File: config.mk
export PLATFORM = sky130hd
export DESIGN_NAME = bounded_undo_redo_stacks_unit
export DESIGN_NICKNAME = d
export VERILOG_FILES = /design/src/design/bur_pkg.sv /design/src/design/bounded_undo_redo_stacks_unit.sv /design/src/design/bur_stack.sv /design/src/design/bur_datapath.sv /design/src/design/bur_ctrl.sv
export SDC_FILE = /design/constraint.sdc
export NUM_CORES = 1
export LEC_CHECK = 0
export BUFFER_PORTS_ARGS = -buffer_cell sky130_fd_sc_hd__buf_4
export CORE_UTILIZATION = 50
export CTS_CLUSTER_DIAMETER = 60
export DETAILED_ROUTE_END_ITERATION = 7
export HOLD_SLACK_MARGIN = 0.1
export PLACE_DENSITY = 0.66
export SETUP_SLACK_MARGIN = 0.2
export SYNTH_ARGS = -nofsm -noshare
export SYNTH_HDL_FRONTEND = slang
export SYNTH_SLANG_ARGS = --single-unit
File: constraint.sdc
create_clock -name clk -period 7.85 [get_ports clk]
set_clock_uncertainty 0.05 [all_clocks]
set_input_delay 1.1775 -clock clk [delete_from_list [all_inputs] [get_ports clk]]
set_output_delay 1.1775 -clock clk [all_outputs]
set_load 0.05 [all_outputs]
File: src/design/bur_pkg.sv
// Shared types, codes and defaults for the bounded undo/redo stack pair.
package bur_pkg;

  // Defaults for the top-level parameters.
  localparam int STACK_DEPTH_DEF = 16;
  localparam int SYMBOL_BITS_DEF = 8;

  // Fixed widths of the request and response fields.
  localparam int FUNC_BITS         = 3;
  localparam int SYMBOL_FIELD_BITS = 8;
  localparam int STATUS_BITS       = 2;
  localparam int DEPTH_FIELD_BITS  = 5;

  // Command codes carried in the func field.
  localparam logic [FUNC_BITS-1:0] FUNC_RECORD     = 3'd0;
  localparam logic [FUNC_BITS-1:0] FUNC_UNDO       = 3'd1;
  localparam logic [FUNC_BITS-1:0] FUNC_REDO       = 3'd2;
  localparam logic [FUNC_BITS-1:0] FUNC_DRAIN_UNDO = 3'd3;
  localparam logic [FUNC_BITS-1:0] FUNC_DRAIN_REDO = 3'd4;

  // Status codes returned with each response.
  localparam logic [STATUS_BITS-1:0] STATUS_DONE   = 2'd0;
  localparam logic [STATUS_BITS-1:0] STATUS_EMPTY  = 2'd1;
  localparam logic [STATUS_BITS-1:0] STATUS_HALTED = 2'd2;

  typedef struct packed {
    logic [FUNC_BITS-1:0]         func;
    logic [SYMBOL_FIELD_BITS-1:0] symbol;
  } bur_req_t;

  typedef struct packed {
    logic [STATUS_BITS-1:0]       status;
    logic [SYMBOL_FIELD_BITS-1:0] moved_symbol;
    logic [DEPTH_FIELD_BITS-1:0]  undo_depth;
    logic [DEPTH_FIELD_BITS-1:0]  redo_depth;
  } bur_rsp_t;

  // Controller states.
  typedef enum logic {
    S_IDLE,
    S_EXEC
  } bur_state_t;

  // Commands from the controller to the datapath.
  typedef struct packed {
    logic load;
    logic exec;
  } bur_cmd_t;

  // Operations applied to one stack.
  typedef struct packed {
    logic rd;
    logic push;
    logic pop;
    logic clear;
  } bur_stack_op_t;

endpackage

File: src/design/bounded_undo_redo_stacks_unit.sv
// Top level of the bounded undo/redo stack pair.
// An accepted request is held and executes once the response register is free, and
// its response is registered. No new request is taken until it has executed; the stack
// memories are read in the accept cycle and updated in the execute cycle.
// Reset (synchronous): both stacks empty, top pointers at the last slot, halt cleared.
// Stack memory contents are not cleared; only slots that were written are used.
module bounded_undo_redo_stacks_unit #(
  parameter int STACK_DEPTH = bur_pkg::STACK_DEPTH_DEF,
  parameter int SYMBOL_BITS = bur_pkg::SYMBOL_BITS_DEF
) (
  input  logic              clk,
  input  logic              rst,
  input  logic              req_valid,
  output logic              req_ready,
  input  bur_pkg::bur_req_t req_data,
  output logic              rsp_valid,
  input  logic              rsp_ready,
  output bur_pkg::bur_rsp_t rsp_data
);

  import bur_pkg::*;

  bur_cmd_t cmd;

  // Sequencing.
  bur_ctrl u_ctrl (
    .clk       (clk),
    .rst       (rst),
    .req_valid (req_valid),
    .req_ready (req_ready),
    .rsp_valid (rsp_valid),
    .rsp_ready (rsp_ready),
    .cmd       (cmd)
  );

  // Stacks and response.
  bur_datapath #(
    .STACK_DEPTH (STACK_DEPTH),
    .SYMBOL_BITS (SYMBOL_BITS)
  ) u_datapath (
    .clk      (clk),
    .rst      (rst),
    .cmd      (cmd),
    .req_data (req_data),
    .rsp_data (rsp_data)
  );

endmodule

File: src/design/bur_stack.sv
// One bounded circular stack: symbol memory, wrapping top pointer and entry count.
module bur_stack #(
  parameter int STACK_DEPTH = bur_pkg::STACK_DEPTH_DEF,
  parameter int SYMBOL_BITS = bur_pkg::SYMBOL_BITS_DEF,
  localparam int CW = $clog2(STACK_DEPTH + 1)
) (
  input  logic                  clk,
  input  logic                  rst,
  input  bur_pkg::bur_stack_op_t op,
  input  logic [SYMBOL_BITS-1:0] push_data,
  output logic [SYMBOL_BITS-1:0] top_data,
  output logic [CW-1:0]          count
);

  localparam int PW = $clog2(STACK_DEPTH);
  localparam logic [PW-1:0] LAST_SLOT  = PW'(STACK_DEPTH - 1);
  localparam logic [CW-1:0] FULL_COUNT = CW'(STACK_DEPTH);
  localparam logic [PW:0]   DEPTH_EXT  = (PW + 1)'(STACK_DEPTH);

  logic [SYMBOL_BITS-1:0] mem [STACK_DEPTH];
  logic [PW-1:0] top;
  logic [PW-1:0] top_next;
  logic [PW-1:0] top_inc;
  logic [PW-1:0] top_dec;
  logic [PW-1:0] drop;
  logic [PW:0]   rewind;
  logic [CW-1:0] count_next;

  // Neighbouring slots of the top, wrapping at the last slot.
  assign top_inc = (top == LAST_SLOT) ? '0 : top + 1'b1;
  assign top_dec = (top == '0) ? LAST_SLOT : top - 1'b1;

  // Clearing steps the top back over every held entry, modulo the depth.
  assign drop   = (count == FULL_COUNT) ? '0 : count[PW-1:0];
  assign rewind = (top >= drop) ? ({1'b0, top} - {1'b0, drop})
                                : ({1'b0, top} + DEPTH_EXT - {1'b0, drop});

  // Pointer and count update for the requested operation.
  always_comb begin
    top_next   = top;
    count_next = count;
    if (op.push) begin
      top_next   = top_inc;
      count_next = (count == FULL_COUNT) ? count : count + 1'b1;
    end else if (op.pop) begin
      top_next   = top_dec;
      count_next = count - 1'b1;
    end else if (op.clear) begin
      top_next   = rewind[PW-1:0];
      count_next = '0;
    end
  end

  always_ff @(posedge clk) begin
    if (rst) begin
      top   <= LAST_SLOT;
      count <= '0;
    end else begin
      top   <= top_next;
      count <= count_next;
    end
  end

  // Symbol memory: a push writes the slot above the top; the top is read ahead.
  always_ff @(posedge clk) begin
    if (op.push) begin
      mem[top_inc] <= push_data;
    end
    if (op.rd) begin
      top_data <= mem[top];
    end
  end

`ifndef SYNTH
  a_count_bound: assert property (@(posedge clk) disable iff (rst)
    count <= FULL_COUNT)
    else $error("stack count exceeds depth");

  a_no_empty_pop: assert property (@(posedge clk) disable iff (rst)
    op.pop |-> count != '0)
    else $error("pop issued on an empty stack");

  a_single_op: assert property (@(posedge clk) disable iff (rst)
    $onehot0({op.push, op.pop, op.clear}))
    else $error("more than one stack update in a cycle");
`endif

endmodule

File: src/design/bur_datapath.sv
// Datapath: request hold register, the two stacks, halt flag and response register.
module bur_datapath #(
  parameter int STACK_DEPTH = bur_pkg::STACK_DEPTH_DEF,
  parameter int SYMBOL_BITS = bur_pkg::SYMBOL_BITS_DEF
) (
  input  logic              clk,
  input  logic              rst,
  input  bur_pkg::bur_cmd_t cmd,
  input  bur_pkg::bur_req_t req_data,
  output bur_pkg::bur_rsp_t rsp_data
);

  import bur_pkg::*;

  localparam int CW = $clog2(STACK_DEPTH + 1);

  bur_req_t                req_hold;
  logic                    halted;
  logic                    halted_next;
  logic [STATUS_BITS-1:0]  status;
  logic [STATUS_BITS-1:0]  status_next;
  logic [SYMBOL_BITS-1:0]  moved;
  logic [SYMBOL_BITS-1:0]  moved_next;
  logic [SYMBOL_BITS-1:0]  sym;
  bur_stack_op_t           undo_op;
  bur_stack_op_t           redo_op;
  logic [SYMBOL_BITS-1:0]  undo_push_data;
  logic [SYMBOL_BITS-1:0]  redo_push_data;
  logic [SYMBOL_BITS-1:0]  undo_top_data;
  logic [SYMBOL_BITS-1:0]  redo_top_data;
  logic [CW-1:0]           undo_count;
  logic [CW-1:0]           redo_count;

  assign sym = SYMBOL_BITS'(req_hold.symbol);

  bur_stack #(
    .STACK_DEPTH (STACK_DEPTH),
    .SYMBOL_BITS (SYMBOL_BITS)
  ) u_undo (
    .clk       (clk),
    .rst       (rst),
    .op        (undo_op),
    .push_data (undo_push_data),
    .top_data  (undo_top_data),
    .count     (undo_count)
  );

  bur_stack #(
    .STACK_DEPTH (STACK_DEPTH),
    .SYMBOL_BITS (SYMBOL_BITS)
  ) u_redo (
    .clk       (clk),
    .rst       (rst),
    .op        (redo_op),
    .push_data (redo_push_data),
    .top_data  (redo_top_data),
    .count     (redo_count)
  );

  // Decode the held request into stack operations and the response.
  always_comb begin
    undo_op        = '0;
    redo_op        = '0;
    undo_op.rd     = cmd.load;
    redo_op.rd     = cmd.load;
    undo_push_data = redo_top_data;
    redo_push_data = undo_top_data;
    status_next    = STATUS_DONE;
    moved_next     = '0;
    halted_next    = halted;
    if (cmd.exec) begin
      if (halted) begin
        status_next = STATUS_HALTED;
      end else begin
        case (req_hold.func)
          FUNC_RECORD: begin
            undo_op.push   = 1'b1;
            undo_push_data = sym;
            redo_op.clear  = 1'b1;
          end
          FUNC_UNDO: begin
            if (undo_count == '0) begin
              status_next = STATUS_EMPTY;
              halted_next = 1'b1;
            end else begin
              undo_op.pop  = 1'b1;
              redo_op.push = 1'b1;
              moved_next   = undo_top_data;
            end
          end
          FUNC_REDO: begin
            if (redo_count == '0) begin
              status_next = STATUS_EMPTY;
              halted_next = 1'b1;
            end else begin
              redo_op.pop  = 1'b1;
              undo_op.push = 1'b1;
              moved_next   = redo_top_data;
            end
          end
          FUNC_DRAIN_UNDO: begin
            if (undo_count != '0) begin
              undo_op.pop = 1'b1;
              moved_next  = undo_top_data;
            end
          end
          FUNC_DRAIN_REDO: begin
            if (redo_count != '0) begin
              redo_op.pop = 1'b1;
              moved_next  = redo_top_data;
            end
          end
          default: begin
          end
        endcase
      end
    end
  end

  // Halt flag.
  always_ff @(posedge clk) begin
    if (rst) begin
      halted <= 1'b0;
    end else begin
      halted <= halted_next;
    end
  end

  // Request hold and response payload registers.
  always_ff @(posedge clk) begin
    if (cmd.load) begin
      req_hold <= req_data;
    end
    if (cmd.exec) begin
      status <= status_next;
      moved  <= moved_next;
    end
  end

  // The counts stay put while a response waits, so they are read live.
  assign rsp_data.status       = status;
  assign rsp_data.moved_symbol = SYMBOL_FIELD_BITS'(moved);
  assign rsp_data.undo_depth   = DEPTH_FIELD_BITS'(undo_count);
  assign rsp_data.redo_depth   = DEPTH_FIELD_BITS'(redo_count);

endmodule

File: src/design/bur_ctrl.sv
// Controller: request acceptance, execute sequencing and response valid.
module bur_ctrl (
  input  logic              clk,
  input  logic              rst,
  input  logic              req_valid,
  output logic              req_ready,
  output logic              rsp_valid,
  input  logic              rsp_ready,
  output bur_pkg::bur_cmd_t cmd
);

  import bur_pkg::*;

  bur_state_t state;
  bur_state_t state_next;
  logic       rsp_valid_next;
  logic       rsp_free;

  // The response register can be loaded when empty or being emptied.
  assign rsp_free = !rsp_valid || rsp_ready;

  // Next state.
  always_comb begin
    state_next = state;
    case (state)
      S_IDLE: begin
        if (req_valid) begin
          state_next = S_EXEC;
        end
      end
      S_EXEC: begin
        if (rsp_free) begin
          state_next = S_IDLE;
        end
      end
      default: begin
        state_next = S_IDLE;
      end
    endcase
  end

  // Outputs and commands.
  always_comb begin
    req_ready = 1'b0;
    cmd       = '0;
    case (state)
      S_IDLE: begin
        req_ready = 1'b1;
        cmd.load  = req_valid;
      end
      S_EXEC: begin
        cmd.exec = rsp_free;
      end
      default: begin
      end
    endcase
    if (cmd.exec) begin
      rsp_valid_next = 1'b1;
    end else if (rsp_ready) begin
      rsp_valid_next = 1'b0;
    end else begin
      rsp_valid_next = rsp_valid;
    end
  end

  always_ff @(posedge clk) begin
    if (rst) begin
      state     <= S_IDLE;
      rsp_valid <= 1'b0;
    end else begin
      state     <= state_next;
      rsp_valid <= rsp_valid_next;
    end
  end

`ifndef SYNTH
  a_accept_to_exec: assert property (@(posedge clk) disable iff (rst)
    (req_valid && req_ready) |=> (state == S_EXEC) && !req_ready)
    else $error("accepted request did not move to execute");

  a_exec_gives_rsp: assert property (@(posedge clk) disable iff (rst)
    cmd.exec |=> rsp_valid)
    else $error("execute did not present a response");

  a_load_exec_apart: assert property (@(posedge clk) disable iff (rst)
    !(cmd.load && cmd.exec))
    else $error("load and execute issued together");
`endif

endmodule

==> metrics.md <==
| Metric | Value |
|---|---|
| DR iter-0 viols | 713 |
| Max cap viols | 0 |
| Setup Buffers After CTS | 0 |
| Remaining antenna violation count | 0 |
| Power density over the cells | between 200 and 250 mW/mm^2 |
| Ports | 37 |
| Core area | 0.0255 sq mm |
| CTS tree | done |
| Max Slew Vio Count | 0 |
| Synth top area share | 67.0% |
| Post-synthesis net count | 755 |
| First-pass GRT wire length | 41800 um |
| Maximum vdd drop | 0.215 mV |
| Aggregate global-route resource usage | 21.2% |
| Synth cell types | 65 |
| Tmin final | 3.52 ns |
| Crit path largest cell delay | 0.78 ns |
| # nets final | 793 |
| Critical R2R Capture | u_datapath.u_redo.mem[7][4] |
| Unrepaired setup endpoints after global routing | false |
| Fmax | 0.284 GHz |
| Vias in the first global route | roughly 7000 |
| Worst R2R Setup Slack | 4.33 ns |
| Share of layout cells above drive strength 1 | 26.1% |
| Async set-or-reset flop fraction in the synthesized netlist | 0% |
| CP cell instances | nand2b_1 > a21oi_1 > and3_1 > nand2_1 > nor2b_1 |
| CTS Sinks | 314 |
| Worst slack at placement | between 4 and 5 ns |
| CTS buffer count | 31 |
| Clock Pin Slew Worst Setup and Hold Paths | 0.06 ns |
| Worst-Skew Late Latency | 0.57 ns |
| Seq/Total Area, Yosys | a little over two thirds |
| Worst R2R Start | u_datapath.req_hold[10] |
| CP Launch Type | register |
| Detailed-route wire length per cell | approximately 24 um |
| Pleak | 5.05 nW |
| Syn avg cell area | around 18 sq um |
| Synth top area cells | edfxtp_1 67%, mux4_2 14%, dfxtp_1 3.2%, ha_1 2.0%, and3_1 1.3% |
| DIE WIDTH | ~160 um |
| Initial antenna violation count | 0 |
| H-tree levels | 1 |
| Clock Path Buffers | 3 |
| Logic pwr share | 4.9% |
| Max-slew headroom | 20.2% |
| Most common library cell in the layout ignoring fill and taps | edfxtp_1 |
| Synth-to-layout area growth | 12.6% |
| Total Die Area | 0.0269 sq mm |
| Number of synthesized register bits | about 310 |
| Fill cell count | 1819 |
| Slowest-stage cell, CP | and3_1 |
| Crit path arrival time | 3.65 ns |
| CTS Root Cell | clkbuf_16 |
| Die Y | 164 um |
| Clock power frac | 43.0% |
| Sw Share | 20.8% |
| Worst path required time | 7.98 ns |
| Crit path to | u_datapath.u_redo.mem[7][4] |
| Main synth FF type | edfxtp_1 |
| Final hold violations | 0 |
| Count of buffers from port buffering | 36 |
| Hpwl dp | 18100 um |
| Worst hold path class | register to register |
| Yosys warns | 0 |
| Most frequent cells in the layout | 293 x edfxtp_1, 80 x mux4_2, 41 x buf_4 |
| Power Internal | 2.88 mW |
| Worst Max-Slew Pin Slew | 1.19 ns |
| Residual DRC | 0 |
| Critical Path Fanout Max | 21 |
| Yosys top cell by area | edfxtp_1 |
| Vias per cell | 6.11 |
| CP Capture Type | register |
| Worst setup path category | register to register |
| Cells after Synth | around 700 |
| Post-CTS sizing | 0 |
| Gr ovfl total | 0 |
| Seq pwr share | 52.0% |
| CP startpoint | u_datapath.req_hold[10] |
| FP Rows | 58 |
| Status | complete, no violations |
| Final worst slack | 4.33 ns |
| Post-Syn Area | approximately 0.013 sq mm |
| Global placement routability congestion | 0.866 |
| ANT cells | 0 |
| R2r worst-path depth | 5 |
| Post-synth EDFFs | 293 |
| Initial Utilization | 51.5% |
| Pin count of the biggest net entering global routing | 42 |
| Setup Viol. Count Final | 0 |
| Hold buffers post-CTS | 0 |
| P_sw | 0.756 mW |
| Routed via count | 6780 |
| Drt pass-1 iters | 5 |
| Period Utilization, post-route | 44.8% |
| Final wirelength | 27000 um |
| Setup TNS | 0 ns |
==> stage by stage <==
stage / hold slack, ns / instance area (sq um) / util, % / total power, mW / std cells
after floorplan: 0.461 / 13100 / - / 2.04 / 717
after global placement: 0.492 / 13700 / 53.7 / 2.10 / 1052
after detailed placement: 0.498 / 13700 / 53.7 / 2.11 / 1052
after CTS: 0.509 / 14800 / 58.0 / 3.67 / 1109
after global routing: 0.548 / 14800 / 58.0 / 3.75 / 1109
final: 0.511 / 14800 / 58.0 / 3.64 / 1109
==> synthesized netlist by cell type (2+ instances only) <==
cell type,n
o211ai_1,9
ha_1,21
inv_1,20
o31ai_1,3
nor3_1,8
edfxtp_1,293
a21o_1,3
nor4_2,2
clkbuf_1,18
and2_1,3
a22oi_1,11
nand2_1,27
a221oi_1,2
nor2b_1,9
inv_2,2
a32oi_1,2
buf_2,12
nand3_1,2
o21ai_0,14
dfxtp_1,21
mux2i_1,2
nor3b_1,2
mux4_2,80
or4_1,3
and3_1,27
xnor2_1,6
a21oi_1,19
o2bb2ai_1,2
buf_4,4
fa_1,2
nand2b_1,5
a211oi_1,5
mux2_2,8
nor2_1,37
nor2_2,2
nand3_2,2
==> how the worst min path moves through the flow <==
stage	end	from	depth (start not counted)
final	u_ctrl.state	u_ctrl.state	2
after global routing	u_datapath.status[1]	u_datapath.halted	0
after CTS	u_ctrl.state	u_ctrl.state	2
after detailed placement	u_ctrl.state	u_ctrl.state	2
after global placement	u_ctrl.state	u_ctrl.state	2
after floorplan	u_ctrl.state	u_ctrl.state	2
==> worst max-delay path, delay by kind of cell (launching register included) <==
kind            cells  cell delay, ns
simple gates        4            1.85
compound gates      1            0.66
flops               1            0.56
==> sequential cells by signal, indices dropped and copies added, names as in the netlist, 2 cells and up <==
register and flops:
u_datapath.req_hold 3, u_datapath.status 2, u_datapath.u_undo.top 4, u_datapath.u_undo.top_data 8, u_datapath.sym 8, u_datapath.u_redo.mem 128, u_datapath.u_undo.mem 128, u_datapath.u_redo.top 4
u_datapath.u_redo.top_data 8, u_datapath.u_redo.count 5, u_datapath.u_undo.count 5, u_datapath.moved 8
==> power groups by stage <==
| stage | Combinational, mW | Clock (mW) | Sequential, mW |
|---|---|---|---|
| final | 0.180 | 1.57 | 1.89 |
| after global routing | 0.196 | 1.66 | 1.90 |
| after CTS | 0.181 | 1.59 | 1.90 |
| after detailed placement | 0.181 | 0 | 1.93 |
| after global placement | 0.176 | 0 | 1.93 |
| after floorplan | 0.118 | 0 | 1.93 |
==> cell type report <==
| type | instances | area, sq um | share of cell area [%] |
|---|---|---|---|
| sequential | 314 | 9220 | 62.4 |
| multi-input combinational | 345 | 3650 | 24.7 |
| clock buffer | 34 | 787 | 5.33 |
| tap | 330 | 413 | 2.79 |
| clock inverter | 23 | 310 | 2.10 |
| timing repair buffer | 41 | 308 | 2.08 |
| inverter | 22 | 82.6 | 0.559 |
==> routing by layer <==
metal  vias to the layer above  GRT usage (%)  routed length [um]  share of wire, %
met5                         -              0                   0                 0
met4                         0           4.25                 281               1.0
met3                        24           3.01                1550               5.7
met2                       252           34.7               13500                50
met1                      3532           30.7               11700                43
li1                       2972              -                   -                 -
==> logic make-up (layout without fill, tap and decap cells) <==
family                     after synthesis  count (layout)  synth area share, %
DFF                                    314             314                 70.3
and+or+nand+nor                        139             139                 5.90
AOI/OAI and AO/OA                       85              85                 4.41
muxes                                   90              90                 14.6
buffers and inverters                   58             120                 1.95
adders and majority gates               24              24                 2.39
xor gates and xnor gates                 7               7                0.524
(Power assumes the default switching activity.)
